==> src/design/assert_macros.svh <==
// assertion helpers shared by the design files
`ifndef ASSERT_MACROS_SVH
`define ASSERT_MACROS_SVH

// clocked assertion, disabled while reset is high
`define ASSERT_CLK(label, prop, msg) \
   label: assert property (@(posedge clock) disable iff (reset) prop) else $error(msg);

// clocked assertion that also holds during reset
`define ASSERT_ALWAYS(label, prop, msg) \
   label: assert property (@(posedge clock) prop) else $error(msg);

`endif

==> src/design/lcdg_pkg.sv <==
package lcdg_pkg;

   localparam int DATA_W        = 32;
   localparam int CODE_W        = 8;
   localparam int STEP_W        = 20;
   localparam int COEF_W        = 31;
   localparam int DT_W          = 25;
   localparam int FRAC_BITS_DEF = 24;
   localparam int DAC_SCALE_DEF = 254;
   localparam int CSR_IDX_W     = 3;

   // register indexes of the configuration port
   localparam logic [CSR_IDX_W-1:0] REG_SIGMA = 3'd0;
   localparam logic [CSR_IDX_W-1:0] REG_RHO   = 3'd1;
   localparam logic [CSR_IDX_W-1:0] REG_BETA  = 3'd2;
   localparam logic [CSR_IDX_W-1:0] REG_DT    = 3'd3;
   localparam logic [CSR_IDX_W-1:0] REG_X0    = 3'd4;
   localparam logic [CSR_IDX_W-1:0] REG_Y0    = 3'd5;
   localparam logic [CSR_IDX_W-1:0] REG_Z0    = 3'd6;
   localparam logic [CSR_IDX_W-1:0] REG_CALIB = 3'd7;

   localparam logic signed [DATA_W-1:0] S32_MAX = 32'sh7fff_ffff;
   localparam logic signed [DATA_W-1:0] S32_MIN = 32'sh8000_0000;

   // clamp a 33-bit signed sum to the 32-bit signed range
   function automatic logic signed [DATA_W-1:0] sat33(input logic signed [DATA_W:0] v);
      logic signed [DATA_W-1:0] r;
      begin
         if (v[DATA_W] != v[DATA_W-1]) begin
            r = v[DATA_W] ? S32_MIN : S32_MAX;
         end else begin
            r = v[DATA_W-1:0];
         end
         return r;
      end
   endfunction

   // signed sum of two 32-bit values, saturated
   function automatic logic signed [DATA_W-1:0] sat_add(input logic signed [DATA_W-1:0] a,
                                                        input logic signed [DATA_W-1:0] b);
      begin
         return sat33({a[DATA_W-1], a} + {b[DATA_W-1], b});
      end
   endfunction

   // signed difference of two 32-bit values, saturated
   function automatic logic signed [DATA_W-1:0] sat_sub(input logic signed [DATA_W-1:0] a,
                                                        input logic signed [DATA_W-1:0] b);
      begin
         return sat33({a[DATA_W-1], a} - {b[DATA_W-1], b});
      end
   endfunction

endpackage

==> src/design/lcdg_mul.sv <==
module lcdg_mul #(
   parameter int FRAC_BITS = lcdg_pkg::FRAC_BITS_DEF
) (
   input  logic                                 clock,
   input  logic signed [lcdg_pkg::DATA_W-1:0]   op_a,
   input  logic signed [lcdg_pkg::DATA_W-1:0]   op_b,
   output logic signed [lcdg_pkg::DATA_W-1:0]   result
);

   localparam int PROD_W = 2 * lcdg_pkg::DATA_W;
   localparam int SHR_W  = PROD_W - FRAC_BITS;

   logic signed [PROD_W-1:0] prod_ff;
   logic signed [SHR_W-1:0]  shr;

   // registered product
   always_ff @(posedge clock) begin
      prod_ff <= PROD_W'(op_a) * PROD_W'(op_b);
   end

   // floor shift by the fraction width, then saturate
   always_comb begin
      shr = prod_ff[PROD_W-1:FRAC_BITS];
      if (shr > SHR_W'(lcdg_pkg::S32_MAX)) begin
         result = lcdg_pkg::S32_MAX;
      end else if (shr < SHR_W'(lcdg_pkg::S32_MIN)) begin
         result = lcdg_pkg::S32_MIN;
      end else begin
         result = shr[lcdg_pkg::DATA_W-1:0];
      end
   end

endmodule

==> config.mk <==
export PLATFORM = sky130hd
export DESIGN_NAME = lcdg_mul
export DESIGN_NICKNAME = d
export VERILOG_FILES = /design/src/design/assert_macros.svh /design/src/design/lcdg_pkg.sv /design/src/design/lcdg_mul.sv
export SDC_FILE = /design/constraint.sdc
export NUM_CORES = 2
export LEC_CHECK = 0
export BUFFER_PORTS_ARGS = -buffer_cell sky130_fd_sc_hd__buf_4
export CAP_MARGIN = 20
export CORE_MARGIN = 2
export CORE_UTILIZATION = 50
export CTS_BUF_LIST = sky130_fd_sc_hd__clkbuf_8
export CTS_CLUSTER_DIAMETER = 80
export CTS_CLUSTER_SIZE = 28
export DETAILED_ROUTE_END_ITERATION = 8
export PLACE_DENSITY_LB_ADDON = 0.05
export SYNTH_ARGS = -nofsm -noshare
export SYNTH_HDL_FRONTEND = slang
export SYNTH_SLANG_ARGS = --single-unit
==> constraint.sdc <==
create_clock -name clock -period 20.1 [get_ports clock]
set_input_delay 4.02 -clock clock [delete_from_list [all_inputs] [get_ports clock]]
set_output_delay 4.02 -clock clock [all_outputs]
set_load 0.01 [all_outputs]
==> results.py <==
metrics = {
    "synthesis": {
        "netlist.top_cell.by_area": "fa_1",
        "synth_nets": 5189,
        "synth.avg_cell_area_um2": 9.48,
        "ys.flop_type": "dfxtp_1",
        "netlist_top_cells_area": "fa_1 (59%), inv_1 (9.8%), and2_1 (8.9%)",
        "ys_ff_latch": 40,
        "synth_seq_area_share": 0.0219,
        "ys_warn_count": 0,
        "async_flop_share": 0,
        "synth-edff-count": 0,
        "yosys.cell_types.count": 55,
        "syn_inst": 3863,
        "synth_top_area_share": 0.591,
        "synth_area_mm2": 0.0366,
    },
    "clock_tree": {
        "cts_buffer_depth": 2,
        "cts_sinks": 40,
        "cts_root_buffer": "clkbuf_8",
        "cts_tree": "built",
        "clkTransAtPathRegs_ns": 0.08,
        "cts_resized": 0,
        "numCtsBuffers": 5,
        "h-tree-depth": 2,
        "hold_buffers": 0,
        "cts_setup_buffers": 0,
    },
    "critical_path": {
        "crit_buf_inv": 7,
        "critPathArrivalTime_ns": 12.28,
        "cp_top_family": "adder cells",
        "worstSetupPathType": "input port to flip-flop",
        "cpMostUsedCell": "fa_1",
        "cp_max_fo": 32,
        "worstPathRequired_ns": 20.32,
        "start_kind": "input port",
        "cpMaxStageDelayCell": "fa_1",
        "end_kind": "flip-flop",
        "max_stage_delay_ns": 1.03,
    },
    "routing": {
        "drtAntennaViolNets": 0,
        "drt_wl_total_um": 105000,
        "num_vias": 25400,
        "firstDrtPassIters": 5,
        "via_per_inst": 5.37,
        "first_iter_violations": 1504,
        "drc": 0,
        "wl_per_cell_um": 22.2,
    },
    "placement": {
        "port_buffers": 96,
        "pre_cts_ws_ns": 7.81,
        "dpl_cell_area_mm2": 0.0378,
        "dp_hpwl_um": 83700,
        "place_congestion": 0.901,
    },
    "timing": {
        "final_hold_viol_count": 0,
        "period_needed_ns": 12.06,
        "rsz0062_at_grt": "false",
        "finalSetupViolCount": 0,
        "setup_slack_ns": 8.04,
        "tightest_slew_ns": 1.03,
        "relSlewSlack": 0.310,
        "clock.fmax_mhz": 82.9,
        "fin_crit_sh": 0.600,
        "drv_slew": 0,
        "fin_hold_ws_ns": 4.84,
        "tns_ns": 0,
    },
    "cells_and_area": {
        "area_growth_pct": 3.45,
        "fin_area_mm2": 0.0379,
        "final_layout_size_suffix_gt1_frac": 0.0306,
        "largest_reg_flops": 40,
        "regMostFlops": "prod_ff",
        "largestRegisters": "prod_ff (40)",
        "nets": 5085,
    },
    "global_route": {
        "grt_pass1_vias": 29000,
        "overflow": 0,
        "track_usage": 0.295,
        "antenna_found_initial": 7,
        "grt_start_max_net_pins": 33,
        "grt_pass1_wl_um": 167000,
    },
    "worst_hold_path": {
        "hp-class": "flip-flop to output pin",
    },
    "floorplanning": {
        "initial_core_util": 0.504,
        "die_h_um": 275,
        "die_x_um": 275,
        "ioPinCount": 97,
        "rows": 99,
        "core_mm2": 0.0727,
        "fp.dieArea_mm2": 0.0755,
    },
    "flow_run": {
        "drv_cap": 0,
    },
    "status": {
        "status": "completed",
    },
}
==> cells in the final DEF (no fill, tap or decap), types with 2 or more instances in the layout <==
cell type	netlist	final
nand2b_1	13	13
a21oi_1	39	38
a41oi_1	2	2
ha_1	180	180
o21bai_1	9	9
nand4_1	12	12
diode_2	0	2
o21a_1	9	9
a21o_1	58	58
clkinv_2	0	2
nor4_1	5	5
or3_1	3	3
a221o_1	3	3
a211oi_1	6	6
o22ai_1	2	2
or4_1	2	2
o211ai_1	5	5
xor2_1	20	20
buf_4	0	97
a221oi_1	4	4
nand2_1	503	503
nor3_1	7	7
fa_1	1081	1081
o21ai_0	30	29
a21boi_0	5	5
and2_1	520	520
inv_1	960	960
and3_1	5	5
clkbuf_8	0	6
o21ai_2	1	2
nor2b_1	4	4
o21ai_1	8	8
nor2_1	51	51
nand3_1	10	10
dfxtp_1	40	40
a31oi_1	5	5
xnor2_1	32	32
a21oi_2	2	3
==> per-stage QoR <==
stage / utilization / std cells
2_1_floorplan: - / 3863
6_report: 0.521 / 4721
3_5_place_dp: 0.520 / 4709
3_3_place_gp: 0.520 / 4709
4_1_cts: 0.521 / 4717
5_1_grt: 0.521 / 4720
==> cell families (layout without fill, tap and decap cells) <==
| group | after synthesis | count (layout) | synth area share |
|---|---|---|---|
| AOI/OAI and AO/OA | 201 | 201 | 0.0372 |
| adders and majority gates | 1261 | 1261 | 0.652 |
| other | 0 | 2 | 0 |
| buffers and inverters | 1170 | 1067 | 0.120 |
| and+or+nand+nor | 1139 | 1139 | 0.156 |
| DFF | 40 | 40 | 0.0219 |
| xor gates and xnor gates | 52 | 52 | 0.0124 |
==> final timing paths <==
check | start | end | cells past startpoint | slack (ns)
max | op_b[2] | prod_ff[63]$_DFF_P_ | 25 | 8.04
min | prod_ff[29]$_DFF_P_ | result[5] | 2 | 4.84
==> per-layer routing <==
metal | up-vias | GRT usage | share of wire
li1 | 10800 | - | -
met1 | 13700 | 0.367 | 0.38
met2 | 732 | 0.535 | 0.53
met3 | 210 | 0.0214 | 0.042
met4 | 8 | 0.113 | 0.047
met5 | - | 0 | 0.00054
==> worst min-delay path: cells and delay by family, from the launching register on <==
kind	cells	cell delay, ns
AOI/OAI and AO/OA	1	0.10
buffers and inverters	1	0.11
DFF	1	0.31
==> cell usage after synthesis (2+ instances only) <==
cell      instances
a211oi_1          6
a21boi_0          5
a21o_1           58
a21oi_1          39
a21oi_2           2
a221o_1           3
a221oi_1          4
a31oi_1           5
a41oi_1           2
and2_1          520
and3_1            5
buf_1             2
buf_2             4
clkbuf_1        203
dfxtp_1          40
fa_1           1081
ha_1            180
inv_1           960
nand2_1         503
nand2b_1         13
nand3_1          10
nand4_1          12
nor2_1           51
nor2b_1           4
nor3_1            7
nor4_1            5
o211ai_1          5
o21a_1            9
o21ai_0          30
o21ai_1           8
o21bai_1          9
o22ai_1           2
or3_1             3
or4_1             2
xnor2_1          32
xor2_1           20
==> final cells by class <==
type / instances / area (um^2)
multi-input combinational: 2653 / 31400
sequential: 40 / 801
clock buffer: 6 / 82.6
clock inverter: 2 / 10.0
antenna: 2 / 5.00
timing repair buffer: 99 / 754
fill: 6818 / 34800
inverter: 960 / 3600
tap: 959 / 1200
Power is left out: the tool's default activity adds up to more than one toggle a clock period on the data nets, which glitch-free logic cannot reach.
