`src/design/assert_macros.svh`:
```
// assertion helpers shared by the design files
`ifndef ASSERT_MACROS_SVH
`define ASSERT_MACROS_SVH

// clocked assertion, disabled while reset is high
`define ASSERT_CLK(label, prop, msg) \
   label: assert property (@(posedge clock) disable iff (reset) prop) else $error(msg);

// clocked assertion that also holds during reset
`define ASSERT_ALWAYS(label, prop, msg) \
   label: assert property (@(posedge clock) prop) else $error(msg);

`endif

```
`src/design/lcdg_pkg.sv`:
```
package lcdg_pkg;

   localparam int DATA_W        = 32;
   localparam int CODE_W        = 8;
   localparam int STEP_W        = 20;
   localparam int COEF_W        = 31;
   localparam int DT_W          = 25;
   localparam int FRAC_BITS_DEF = 24;
   localparam int DAC_SCALE_DEF = 254;
   localparam int CSR_IDX_W     = 3;

   // register indexes of the configuration port
   localparam logic [CSR_IDX_W-1:0] REG_SIGMA = 3'd0;
   localparam logic [CSR_IDX_W-1:0] REG_RHO   = 3'd1;
   localparam logic [CSR_IDX_W-1:0] REG_BETA  = 3'd2;
   localparam logic [CSR_IDX_W-1:0] REG_DT    = 3'd3;
   localparam logic [CSR_IDX_W-1:0] REG_X0    = 3'd4;
   localparam logic [CSR_IDX_W-1:0] REG_Y0    = 3'd5;
   localparam logic [CSR_IDX_W-1:0] REG_Z0    = 3'd6;
   localparam logic [CSR_IDX_W-1:0] REG_CALIB = 3'd7;

   localparam logic signed [DATA_W-1:0] S32_MAX = 32'sh7fff_ffff;
   localparam logic signed [DATA_W-1:0] S32_MIN = 32'sh8000_0000;

   // clamp a 33-bit signed sum to the 32-bit signed range
   function automatic logic signed [DATA_W-1:0] sat33(input logic signed [DATA_W:0] v);
      logic signed [DATA_W-1:0] r;
      begin
         if (v[DATA_W] != v[DATA_W-1]) begin
            r = v[DATA_W] ? S32_MIN : S32_MAX;
         end else begin
            r = v[DATA_W-1:0];
         end
         return r;
      end
   endfunction

   // signed sum of two 32-bit values, saturated
   function automatic logic signed [DATA_W-1:0] sat_add(input logic signed [DATA_W-1:0] a,
                                                        input logic signed [DATA_W-1:0] b);
      begin
         return sat33({a[DATA_W-1], a} + {b[DATA_W-1], b});
      end
   endfunction

   // signed difference of two 32-bit values, saturated
   function automatic logic signed [DATA_W-1:0] sat_sub(input logic signed [DATA_W-1:0] a,
                                                        input logic signed [DATA_W-1:0] b);
      begin
         return sat33({a[DATA_W-1], a} - {b[DATA_W-1], b});
      end
   endfunction

endpackage

```
`src/design/lcdg_div.sv`:
```
module lcdg_div #(
   parameter int DAC_SCALE = lcdg_pkg::DAC_SCALE_DEF
) (
   input  logic                                 clock,
   input  logic                                 reset,
   input  logic                                 start,
   input  logic signed [lcdg_pkg::DATA_W-1:0]   value,
   input  logic signed [lcdg_pkg::DATA_W-1:0]   low,
   input  logic signed [lcdg_pkg::DATA_W-1:0]   high,
   output logic                                 done,
   output logic [lcdg_pkg::CODE_W-1:0]          code
);

   localparam int W     = lcdg_pkg::DATA_W;
   localparam int CW    = lcdg_pkg::CODE_W;
   localparam int REM_W = W + CW;
   localparam logic [CW-1:0] SCALE = CW'(DAC_SCALE);

   typedef enum logic [1:0] {
      ST_IDLE,
      ST_PREP,
      ST_RUN
   } state_type;

   state_type               state_ff;
   logic signed [W:0]       diff_ff;
   logic signed [W:0]       range_ff;
   logic [REM_W-1:0]        rem_ff;
   logic [W-1:0]            dvs_ff;
   logic [$clog2(CW)-1:0]   bit_ff;
   logic [CW-1:0]           code_ff;
   logic                    done_ff;
   logic [REM_W-1:0]        shifted;
   logic [REM_W-1:0]        trial;

   // trial subtraction for the current quotient bit
   always_comb begin
      shifted = REM_W'(dvs_ff) << bit_ff;
      trial   = rem_ff - shifted;
   end

   // restoring divider, one quotient bit per cycle
   always_ff @(posedge clock) begin
      if (reset) begin
         state_ff <= ST_IDLE;
         done_ff  <= 1'b0;
      end else begin
         done_ff <= 1'b0;
         case (state_ff)
            ST_IDLE: begin
               if (start) begin
                  diff_ff  <= {value[W-1], value} - {low[W-1], low};
                  range_ff <= {high[W-1], high} - {low[W-1], low};
                  state_ff <= ST_PREP;
               end
            end
            ST_PREP: begin
               if (range_ff <= 0 || diff_ff <= 0) begin
                  code_ff  <= '0;
                  done_ff  <= 1'b1;
                  state_ff <= ST_IDLE;
               end else if (diff_ff >= range_ff) begin
                  code_ff  <= SCALE;
                  done_ff  <= 1'b1;
                  state_ff <= ST_IDLE;
               end else begin
                  rem_ff   <= REM_W'(SCALE) * REM_W'(diff_ff[W-1:0]);
                  dvs_ff   <= range_ff[W-1:0];
                  bit_ff   <= '1;
                  code_ff  <= '0;
                  state_ff <= ST_RUN;
               end
            end
            ST_RUN: begin
               if (rem_ff >= shifted) begin
                  rem_ff          <= trial;
                  code_ff[bit_ff] <= 1'b1;
               end
               if (bit_ff == '0) begin
                  done_ff  <= 1'b1;
                  state_ff <= ST_IDLE;
               end else begin
                  bit_ff <= bit_ff - 1'b1;
               end
            end
            default: begin
               state_ff <= ST_IDLE;
            end
         endcase
      end
   end

   assign done = done_ff;
   assign code = code_ff;

endmodule
```
`config.mk`:
```
export PLATFORM = sky130hd
export DESIGN_NAME = lcdg_div
export DESIGN_NICKNAME = d
export VERILOG_FILES = /design/src/design/assert_macros.svh /design/src/design/lcdg_pkg.sv /design/src/design/lcdg_div.sv
export SDC_FILE = /design/constraint.sdc
export NUM_CORES = 1
export LEC_CHECK = 0
export ABC_AREA = 1
export CORE_ASPECT_RATIO = 1.4
export CORE_MARGIN = 4
export CORE_UTILIZATION = 45
export CTS_CLUSTER_DIAMETER = 30
export DETAILED_ROUTE_END_ITERATION = 12
export DONT_BUFFER_PORTS = 1
export SYNTH_ARGS = -nofsm -noshare
export SYNTH_HDL_FRONTEND = slang
export SYNTH_SLANG_ARGS = --single-unit
```
`constraint.sdc`:
```
create_clock -name clock -period 7.5 [get_ports clock]
set_input_delay 1.5 -clock clock [delete_from_list [all_inputs] [get_ports clock]]
set_output_delay 1.5 -clock clock [all_outputs]
set_load 0.05 [all_outputs]
```
==> results.cfg, run 1 <==
[route]
post_drt_wl_per_cell_um = 20.92
totalWireLength_um = 68930
vias = 18254
ant_nets = 0
via_per_inst = 5.540
drt_iter0_markers = 1107
drc = 0
dr.pass1.iters = 5

[placement]
place_area_um2 = 20530
gp_congestion = 1.038
dp_hpwl_um = 59840
io_buffers = 0

[sta]
tightest_slew_ns = 1.266
period_share_pct = 70.12
finClkSkew_ns = 0.01613
layout_min_cycle_time_ns = 5.259
fin_setup_tns_ns = 0
hold_viol = 0
relSlewSlack_pct = 15.41
fmax_ghz = 0.1901
setup_viol = 0
slew_viol_final = 0
rsz0062_at_grt = no
timing.hold.ws_ns = 0.4506

[final_layout]
final_area_um2 = 21150
diodes = 0
synthToLayoutAreaGrowth_pct = 6.308
final_cell_mix = nand2_1, inv_1, nor2_1, a21oi_1, ha_1
drive_gt1_share_pct = 4.229
fin_nets = 3164
final_common_cell = nand2_1

[grt]
grt_max_degree = 67
grt_pass1_wl_um = 105000
antenna_found_initial = 0
grt_use_total_pct = 28.88
grt-ovfl-total = 0
grt_pass1_vias = 18534

[job]
maxCapViolCount = 0

[cts]
cts_resized = 0
cts.sinks = 152
hold_buffers = 0
numCtsBuffers = 17
cts_root_buf = clkbuf_16
ctsHtreeMaxLevel = 4
clk_path_buf_depth = 2
cts_tree = built
post_cts_buffers = 0
path_clk_slew_ns = 0.08
clk_latency_ns = 0.47

[synthesis]
netlist_instances = 2735
async_flop_share_pct = 0
ys_ff_latch = 152
synth.distinct_cells = 49
synth_edf_count = 149
netlist_area_um2 = 19890
avgSynthCellArea_um2 = 7.274
ys.flop_type = edfxtp_1
ys_warn_count = 0
synth_seq_area_share_pct = 22.79
synth_nets = 3169

[floorplanning]
initial_core_util_pct = 45.77
die-height_um = 256.8
io_pins = 108
num_rows = 90
die_w_um = 185.7
coreArea_um2 = 43470
dieArea_um2 = 47680

[hold_path]
min_path_type = reg -> reg

[worst_setup_path]
startpoint_type = flip-flop
arrival_ns = 5.33
crit_type = reg -> reg
cp.required_ns = 7.57
path_max_fanout = 43
end_kind = flip-flop

[status]
status = finished clean
through the flow:
step           util [%]  cells  setup WS, ns
2_1_floorplan         -   2735        0.8271
3_3_place_gp      47.23   3263         2.193
3_5_place_dp      47.23   3263         2.193
4_1_cts           48.66   3295         2.171
5_1_grt           48.66   3295         1.743
6_report          48.66   3295         2.241
registers in the layout (all words and copies together) (netlist names):
register and count:
bit_ff 3, code 8, diff_ff 33, done 1, dvs_ff 32, range_ff 33
rem_ff 40, state_ff 2
final cells by class:
cell class              instances  area (um2)
well taps                     552       690.7
clock buffers                  17       425.4
multi-input cells            2081       13480
fillers                      4403       22320
flip-flops and latches        152        4534
inverters                     469        1760
repair buffers                  9       67.56
clock inverters                15       192.7
cell usage after synthesis, drive strengths merged, types with 9 or more instances:
master | number | area, um2
nand2 | 704 | 2693
inv | 469 | 1760
nor2 | 231 | 897.1
a21oi | 225 | 1167
ha | 215 | 2690
o21ai | 201 | 1051
edfxtp | 149 | 4474
nand3 | 126 | 655.6
fa | 120 | 2402
xor2 | 51 | 446.7
nand4 | 42 | 269.0
nor3 | 34 | 195.2
a31oi | 20 | 125.1
nand3b | 19 | 142.6
clkbuf | 18 | 67.56
xnor2 | 16 | 140.1
a21o | 15 | 112.6
buf | 15 | 68.82
o21bai | 14 | 105.1
nor4 | 11 | 87.59
or2 | 10 | 62.56
o21a | 9 | 67.56
final timing paths:
| check | start | end | slack, ns | depth (start not counted) |
|---|---|---|---|---|
| setup reg to reg | bit_ff[0] | rem_ff[10] | 2.24 | 14 |
| setup / recovery | bit_ff[0] | rem_ff[10] | 2.24 | 14 |
| hold reg to reg | range_ff[31] | dvs_ff[31] | 0.45 | 0 |
| hold / removal | range_ff[31] | dvs_ff[31] | 0.45 | 0 |
cells by family after synthesis:
group / count (synthesis) / synth area share (%)
multiplexers: 3 / 0.1509
AO/OA/AOI/OAI: 497 / 13.77
flip-flops: 152 / 22.79
AND/OR/NAND/NOR: 1179 / 25.21
XOR/XNOR: 67 / 2.950
buffers and inverters: 502 / 9.535
adder cells (fa/ha/maj): 335 / 25.60
layer usage:
layer | global-route usage [%] | up-vias | share of wire [%]
li1 | - | 8962 | -
met1 | 31.82 | 8555 | 38
met2 | 52.34 | 569 | 51
met3 | 3.403 | 168 | 3.8
met4 | 17.05 | 0 | 7.2
met5 | 0 | - | 0
worst max-delay path, stage by stage (launching register included):
cell and delay [ns]:
edfxtp_1 0.38, buf_4 0.26, inv_1 0.69, nand2_1 0.16, a31oi_1 0.26, o21ai_0 0.25, ha_1 0.47, nand2_2 0.15
nor4_1 0.60, nand4_1 0.21, nand3_2 0.15, nand2_1 0.06, nand2_1 0.14, nand2_2 0.09, nor2_4 0.93
Power of run 1 is not shown: default switching activity piles up to over one toggle a cycle in this logic, so the estimate is an artifact.
==> run 2, diff against run 1 <==
==> constraint.sdc (replaced) <==
create_clock -name clock -period 4.3 [get_ports clock]
set_input_delay 0.86 -clock clock [delete_from_list [all_inputs] [get_ports clock]]
set_output_delay 0.86 -clock clock [all_outputs]
set_load 0.05 [all_outputs]
==> run 2 against run 1 <==
  * Via count increased by 6.6%
  * Global-route usage increased by 0.80 points
  * Critical path type unchanged
  * Register-to-register slack got worse by 2.4 ns
  * Flip-flop and latch count unchanged
  * The flow now finishes with violations (setup timing)
  * Setup slack got worse by 2.4 ns
  * Worst hold slack improved by 0.033 ns
  * Sequential share of layout area decreased by 2.9 points
==> results.cfg, run 2 (synthesized netlist as in run 1, its figures left out) <==
[status]
status = finished with violations
violations = setup timing

[worst_setup_path]
crit_type = reg -> reg
path_delay_family = adder cells
crit-reg2reg-launch = diff_ff[5]
path_buf_inv = 6
cp.required_ns = 4.51
critPathMaxStageDelay_ns = 0.52
path_max_fanout = 5
r2r_end = rem_ff[18]
r2r_cells = 20
critical-path-slowest-cell = fa_1
end_kind = flip-flop
path_cells = inv_2 -> buf_4 -> fa_2 -> xor2_1 -> ha_1 -> inv_1 -> fa_1 -> fa_1 -> inv_1 -> ha_4 -> nand2_4 -> nor2_4 -> inv_2 -> nor3_2 -> nand2_2 -> nand2_4 -> a21oi_2 -> o21ai_1 -> buf_4 -> nand2_2
startpoint_type = flip-flop
arrival_ns = 4.67
r2r_slack_ns = -0.16

[floorplanning]
num_rows = 90
die_w_um = 185.7
dieArea_um2 = 47680
io_pins = 108
coreArea_um2 = 43470
die-height_um = 256.8
initial_core_util_pct = 45.77

[final_layout]
regMostFlops = rem_ff
diodes = 0
fin_cells = 3562
n_fill_cell = 4051
top_regs = rem_ff: 40 flops, diff_ff: 33 flops, range_ff: 33 flops
fin_nets = 3431
multi_input_area_um2 = 14770
drive_gt1_share_pct = 20.60
final_common_cell = nand2_1
final_cell_mix = nand2_1, inv_1, buf_4, nor2_1, ha_1
seq_area_um2 = 4534
largest_reg_flops = 40
synthToLayoutAreaGrowth_pct = 23.02

[sta]
finClkSkew_ns = 0.01671
fmax_ghz = 0.2242
fin_setup_tns_ns = -1.820
slew_viol_final = 0
layout_min_cycle_time_ns = 4.460
finalWorstSetupSlack_ns = -0.1600
tightest_slew_ns = 0.8121
relSlewSlack_pct = 45.86
hold_viol = 0
period_share_pct = 103.7
setup_viol = 23
rsz0062_at_grt = yes

[route]
totalWireLength_um = 72360
via_per_inst = 5.463
ant_nets = 0
drt_iter0_markers = 1234
post_drt_wl_per_cell_um = 20.31
dr.pass1.iters = 5
drc = 0
vias = 19459

[grt]
met2_usage_pct = 53.43
grt_use_total_pct = 29.68
grt_use_met3_pct = 3.218
grt_pass1_vias = 19748
grt_pass1_wl_um = 108700
antenna_found_initial = 0
grt-ovfl-total = 0
grtUsageMet1_pct = 31.42
busiest_layer = met2
grt_max_degree = 67

[cts]
hold_buffers = 0
clk_path_buf_depth = 2
cts.sinks = 152
clk_latency_ns = 0.45
ctsHtreeMaxLevel = 4
path_clk_slew_ns = 0.08
cts_root_buf = clkbuf_16
cts_tree = built
numCtsBuffers = 17

[hold_path]
min_path_cells = 1
hold_start = reset
whs_endpoint = state_ff[0]
min_path_type = in -> reg

[placement]
io_buffers = 0
place_inst = 3470
dp_hpwl_um = 60910
gp_congestion = 1.074

[job]
maxCapViolCount = 0
-- run 2: changes by cell type in the layout (fill, tap and decap cells not counted), moves of 35 or more --
cell / before / now
inv_2: 1 / 38
a21oi_1: 214 / 176
buf_4: 9 / 268
o21ai_0: 173 / 138
inv_1: 468 / 431
nand2_1: 684 / 643
-- run 2: layer usage --
layer,routed length (um),up-vias
met2,36690,641
met4,6737,0
met5,0,-
li1,-,9472
met3,2691,251
met1,26240,9095
-- run 2: per-stage QoR --
| stage | instance area, um2 | util (%) | hold slack (ns) | worst slack, ns |
|---|---|---|---|---|
| after floorplan | 19900 | - | 0.4264 | 0.06629 |
| after global placement | 22100 | 50.85 | 0.4587 | -0.4288 |
| after detailed placement | 22100 | 50.85 | 0.4688 | -0.4748 |
| after CTS | 23770 | 54.67 | 0.4675 | -0.08751 |
| after global routing | 24470 | 56.30 | 0.4719 | -0.3448 |
| final | 24470 | 56.30 | 0.4838 | -0.1600 |
-- run 2: what timing repair did --
action	in CTS	in global routing
setup endpoints to repair	31	32
resized for setup	200	140
pin swaps	85	70
buffers inserted	36	28
-- run 2: worst max path at each step --
stage                startpoint          to  slack [ns]  depth (start not counted)
floorplan           diff_ff[10]  rem_ff[32]        0.07                         17
global placement    diff_ff[11]  rem_ff[39]       -0.43                         17
detailed placement  diff_ff[17]  rem_ff[26]       -0.47                         14
CTS                  diff_ff[3]  rem_ff[39]       -0.09                         19
global route        diff_ff[15]  rem_ff[37]       -0.34                         16
finish               diff_ff[5]  rem_ff[18]       -0.16                         20
-- run 2: area by class of cell --
cell class                      instances  area share [%]
Multi-Input combinational cell       2081           60.35
Sequential cell                       152           18.53
Timing Repair Buffer                  276           8.625
Inverter                              469           7.193
Tap cell                              552           2.822
Clock buffer                           18           1.754
Clock inverter                         14          0.7311
-- run 2: worst register-to-register path: stages, from the launching register on --
cell,delay [ns]
edfxtp_1,0.41
inv_2,0.14
buf_4,0.13
fa_2,0.47
xor2_1,0.19
ha_1,0.27
inv_1,0.05
fa_1,0.47
fa_1,0.52
inv_1,0.08
ha_4,0.33
nand2_4,0.09
nor2_4,0.15
inv_2,0.08
nor3_2,0.20
nand2_2,0.09
nand2_4,0.12
a21oi_2,0.07
o21ai_1,0.15
buf_4,0.17
nand2_2,0.05
Power of run 2 is left out for the same reason.
